File: src/hw/rtl/dlvl_pkg.sv
// ----------------------------------------------------------------------------
// dlvl_pkg
// Types, codes and constants shared by the value list cells, the channel
// interfaces and the top level.
// ----------------------------------------------------------------------------
`default_nettype none

package dlvl_pkg;

  localparam int DEF_CAPACITY = 64;
  localparam int FUNC_W       = 4;
  localparam int VAL_W        = 32;
  localparam int STATUS_W     = 2;
  localparam int LEN_W        = 7;

  localparam logic [FUNC_W-1:0] FN_PUSH_FRONT = 4'd0;
  localparam logic [FUNC_W-1:0] FN_PUSH_BACK  = 4'd1;
  localparam logic [FUNC_W-1:0] FN_INS_AFTER  = 4'd2;
  localparam logic [FUNC_W-1:0] FN_INS_BEFORE = 4'd3;
  localparam logic [FUNC_W-1:0] FN_PEEK_FRONT = 4'd4;
  localparam logic [FUNC_W-1:0] FN_PEEK_BACK  = 4'd5;
  localparam logic [FUNC_W-1:0] FN_POP_FRONT  = 4'd6;
  localparam logic [FUNC_W-1:0] FN_POP_BACK   = 4'd7;
  localparam logic [FUNC_W-1:0] FN_REMOVE     = 4'd8;
  localparam logic [FUNC_W-1:0] FN_FIND       = 4'd9;

  localparam logic [STATUS_W-1:0] STS_OK        = 2'd0;
  localparam logic [STATUS_W-1:0] STS_NOT_FOUND = 2'd1;
  localparam logic [STATUS_W-1:0] STS_EMPTY     = 2'd2;
  localparam logic [STATUS_W-1:0] STS_FULL      = 2'd3;

  typedef enum logic [3:0] {
    CA_HOLD,
    CA_MATCH,
    CA_SCAN,
    CA_PUSH_FRONT,
    CA_PUSH_BACK,
    CA_INS_AFTER,
    CA_INS_BEFORE,
    CA_POP_FRONT,
    CA_POP_BACK,
    CA_REMOVE
  } cell_act_t;

  typedef enum logic [1:0] {
    ST_IDLE,
    ST_MATCH,
    ST_SCAN,
    ST_APPLY
  } state_t;

  typedef struct packed {
    logic             valid;
    logic [VAL_W-1:0] value;
    logic             match;
    logic             prior;
  } cell_state_t;

  typedef struct packed {
    cell_act_t        action;
    logic [VAL_W-1:0] item;
    logic [VAL_W-1:0] target;
  } cell_ctrl_t;

endpackage

`default_nettype wire

File: src/hw/rtl/dlvl_cell.sv
// ----------------------------------------------------------------------------
// dlvl_cell
// One list position. It holds a value, compares it with the search target and
// passes the earlier-match flag to its right neighbor one cell per cycle.
// ----------------------------------------------------------------------------
`default_nettype none

module dlvl_cell (
  input  logic                   clk,
  input  logic                   rst,
  input  dlvl_pkg::cell_ctrl_t   ctrl,
  input  dlvl_pkg::cell_state_t  left,
  input  dlvl_pkg::cell_state_t  right,
  output dlvl_pkg::cell_state_t  self
);
  import dlvl_pkg::*;

  cell_state_t cur;
  cell_state_t cur_next;
  logic        first_self;
  logic        left_first;

  assign first_self = cur.match & ~cur.prior;
  assign left_first = left.match & ~left.prior;

  always_comb begin
    cur_next = cur;
    case (ctrl.action)
      CA_MATCH: begin
        cur_next.match = cur.valid & (cur.value == ctrl.target);
        cur_next.prior = 1'b0;
      end
      CA_SCAN: begin
        cur_next.prior = left.prior | left.match;
      end
      CA_PUSH_FRONT: begin
        cur_next.valid = left.valid;
        cur_next.value = left.value;
      end
      CA_PUSH_BACK: begin
        if (!cur.valid && left.valid) begin
          cur_next.valid = 1'b1;
          cur_next.value = ctrl.item;
        end
      end
      CA_INS_AFTER: begin
        if (cur.prior) begin
          cur_next.valid = left_first ? 1'b1 : left.valid;
          cur_next.value = left_first ? ctrl.item : left.value;
        end
      end
      CA_INS_BEFORE: begin
        if (first_self) begin
          cur_next.valid = 1'b1;
          cur_next.value = ctrl.item;
        end else if (cur.prior) begin
          cur_next.valid = left.valid;
          cur_next.value = left.value;
        end
      end
      CA_POP_FRONT: begin
        cur_next.valid = right.valid;
        cur_next.value = right.value;
      end
      CA_POP_BACK: begin
        if (cur.valid && !right.valid) begin
          cur_next.valid = 1'b0;
        end
      end
      CA_REMOVE: begin
        if (first_self || cur.prior) begin
          cur_next.valid = right.valid;
          cur_next.value = right.value;
        end
      end
      default: begin
        cur_next = cur;
      end
    endcase
  end

  always_ff @(posedge clk) begin
    cur.value <= cur_next.value;
    if (rst) begin
      cur.valid <= 1'b0;
      cur.match <= 1'b0;
      cur.prior <= 1'b0;
    end else begin
      cur.valid <= cur_next.valid;
      cur.match <= cur_next.match;
      cur.prior <= cur_next.prior;
    end
  end

  assign self = cur;

endmodule

`default_nettype wire

File: config.mk
export PLATFORM = sky130hd
export DESIGN_NAME = dlvl_cell
export DESIGN_NICKNAME = d
export VERILOG_FILES = /design/src/hw/rtl/dlvl_pkg.sv /design/src/hw/rtl/dlvl_cell.sv
export SDC_FILE = /design/constraint.sdc
export NUM_CORES = 1
export LEC_CHECK = 0
export ABC_AREA = 1
export BUFFER_PORTS_ARGS = -buffer_cell sky130_fd_sc_hd__buf_2
export CAP_MARGIN = 20
export CORE_MARGIN = 2
export CORE_UTILIZATION = 40
export CTS_BUF_LIST = sky130_fd_sc_hd__clkbuf_16
export CTS_CLUSTER_SIZE = 20
export DETAILED_ROUTE_END_ITERATION = 10
export GPL_ROUTABILITY_DRIVEN = 1
export PLACE_DENSITY_LB_ADDON = 0.15
export SYNTH_ARGS = -nofsm -noshare
export SYNTH_HDL_FRONTEND = slang
export SYNTH_SLANG_ARGS = --single-unit
File: constraint.sdc
create_clock -name clk -period 3.1 [get_ports clk]
set_input_delay 0.62 -clock clk [delete_from_list [all_inputs] [get_ports clk]]
set_output_delay 0.62 -clock clk [all_outputs]
set_load 0.02 [all_outputs]
==> results.json <==
{
  "run_status": "finished clean",
  "maxCapViolations": 0,
  "gp_congestion": 0.8707,
  "grt_overflow": 0,
  "dp_slack_ns": 0.4101,
  "setup_viol": 0,
  "ir_drop_uv": 177.8,
  "p_sw_frac": 0.2935,
  "grt_most_used_layer": "met2",
  "layout.cells.non_filler": 710,
  "worstPathMaxFanout": 32,
  "ys_ff_latch": 35,
  "hold_violations": 0,
  "start_util": 0.4139,
  "dp_hpwl_um": 7459,
  "use_met2": 0.3881,
  "worst_pin_slew_ns": 0.9456,
  "power.share.clock": 0.354,
  "syn_area_per_cell_um2": 6.828,
  "rsz0062_at_grt": "false",
  "core_um2": 7292,
  "startpoint": "ctrl[65]",
  "cts_hold_buf": 0,
  "p_per_area_nw_per_um2": 384.3,
  "drtAntennaViolNets": 0,
  "fp.dieH_um": 90.86,
  "dpl-instance-area_um2": 3940,
  "cts.htree.levels": 2,
  "slew_headroom": 0.3681,
  "timing.hold.ws_ns": 0.5023,
  "largest_register_ffs": 35,
  "reg2reg_slack_ns": 1.08,
  "fin_skew_ns": 0.002245,
  "ys_types": 33,
  "drc": 0,
  "design.die.area_um2": 8256,
  "finalCritPeriodShare": 0.7798,
  "fin_nets": 750,
  "worstPathArrival_ns": 2.31,
  "grt_pass1_wl_um": 15130,
  "stdcell_area_um2": 4104,
  "rows": 31,
  "criticalPathCategory": "primary input to flip-flop",
  "hp-class": "flip-flop to flip-flop",
  "slew_viol_final": 0,
  "dp.cells": 702,
  "switching_power_mw": 0.4629,
  "p_int_mw": 1.114,
  "critPathLaunchType": "primary input",
  "post_cts_buffers": 0,
  "worst_r2r_endpoint": "self[8]",
  "setup-tns-final_ns": 0,
  "synthesis.nets": 582,
  "viasPerCell": 5.062,
  "r2r_start": "self[0]",
  "grt_antenna_before_repair": 0,
  "p_seq_frac": 0.382,
  "cts_max_path_buffers": 2,
  "first_iter_violations": 166,
  "clk_pin_slew_ns": 0.06,
  "antenna_cells": 0,
  "fmax_mhz": 413.7,
  "clk_latency_ns": 0.27,
  "utilization": 0.5628,
  "io-pin-count": 175,
  "avgRoutedWirePerCell_um": 13.64,
  "fillCellCount": 732,
  "endpoint": "self[18]",
  "wirelength_um": 9682,
  "total_power_mw": 1.577,
  "setup_ws_ns": 0.6826,
  "yosys_warnings": 0,
  "grt_pass1_vias": 3336,
  "syn-cell-area_um2": 3018,
  "syn2layout_area_growth_pct": 35.99,
  "fp.dieW_um": 90.86,
  "grt_util_all_layers": 0.2257,
  "fin_crit_ns": 2.417,
  "drtPass1Iterations": 5,
  "rr_worst_depth": 4,
  "layout-drive-gt1-share": 0.3355,
  "grt_max_degree": 34,
  "cts_resized": 0,
  "grt_use_met3": 0.03756,
  "end_kind": "flip-flop",
  "synth.yosys.seq_area_share": 0.3383,
  "pwr-share-comb": 0.264,
  "whs_path_depth": 2,
  "cts.sinks": 35,
  "netlist_instances": 442,
  "root_buffer": "clkbuf_16",
  "dr_total_vias": 3594,
  "cts_made_buffers": 5,
  "cts_tree": "done",
  "portBuffers": 172,
  "cp.required_ns": 2.99,
  "grt_util_met1": 0.2906,
  "p_leak_nw": 1.982
}
-- placed cells by master, fill, tap and decap left out, types with 2 or more instances in the layout --
cell / n
a21oi_1: 4
buf_2: 172
buf_4: 3
clkbuf_16: 5
dfxtp_1: 3
edfxtp_1: 32
inv_1: 48
inv_2: 6
nand2_1: 164
nand2_2: 2
nand2_4: 3
nand3_1: 5
nand4_1: 4
nor2_1: 55
nor2_2: 2
nor2_4: 5
o2111ai_1: 32
o211ai_1: 3
o21ai_0: 36
o21ai_4: 2
xnor2_1: 10
xor2_1: 2
-- layer usage --
layer / part of all wire / vias up
met2: 0.48 / 176
met4: 0.017 / 0
met1: 0.42 / 1600
met5: 0 / -
li1: - / 1804
met3: 0.085 / 14
-- synth_stat cells --
cell       instances  area share
nor4_1             1      0.0021
buf_6              3       0.011
or2_2              1      0.0021
a31oi_1            1      0.0021
nand3_1            5      0.0083
o22ai_1            1      0.0021
o21ai_4            2       0.011
buf_2              5      0.0083
or2_1              1      0.0021
nor3_1             1      0.0017
nand3_2            1      0.0033
xor2_1             2      0.0058
o2111ai_1         32       0.093
clkbuf_1           3      0.0037
buf_4              3      0.0075
a21oi_1            4      0.0066
nor2_2             2      0.0041
o22ai_4            1      0.0066
nor3b_1            1      0.0025
o21ai_0           36       0.060
edfxtp_1          32        0.32
dfxtp_1            3       0.020
a211oi_1           1      0.0025
xnor2_1           10       0.029
nand2_1          164        0.20
nand2_2            2      0.0041
inv_2              6      0.0075
nor2_1            56       0.070
nand2_4            3       0.011
nor2_4             4       0.015
nand4_1            4      0.0083
o211ai_1           3      0.0075
inv_1             48       0.060
-- worst min path at each step --
stage                       start       to  slack, ns
after floorplan           self[1]  self[1]       0.56
after global placement    self[1]  self[1]       0.50
after detailed placement  self[1]  self[1]       0.49
after CTS                 self[1]  self[1]       0.50
after global routing          rst  self[1]       0.53
final                     self[1]  self[1]       0.50
-- layout make-up --
type	instances	area, um2	share of cell area
clock buffer	5	125.1	0.03049
multi-input combinational	339	1709	0.4165
sequential	35	1021	0.2488
inverter	54	202.7	0.04939
clock inverter	3	38.79	0.009451
tap	99	123.9	0.03018
timing repair buffer	175	883.3	0.2152
-- kinds of logic (layout without fill, tap and decap cells) --
logic type      after synthesis  in the layout  synth area share
xor+xnor                     12             12           0.03483
simple gates                246            246            0.3383
flops                        35             35            0.3383
buf+inv                      68            237           0.09784
compound gates               81             81            0.1907
-- critical path: stages --
cell and delay [ns]:
buf_2 0.12, inv_1 0.17, nor2_2 0.06, nand2_2 0.12
inv_2 0.16, nand2_1 0.11, o2111ai_1 0.15, nor2_4 0.78
-- power by group through the flow --
stage / Clock (mW) / Combinational (mW) / Sequential, mW
after CTS: 0.563 / 0.416 / 0.602
after global placement: 0 / 0.410 / 0.610
after detailed placement: 0 / 0.414 / 0.611
final: 0.558 / 0.417 / 0.602
after global routing: 0.584 / 0.461 / 0.607
after floorplan: 0 / 0.184 / 0.654
(Power assumes the default switching activity.)
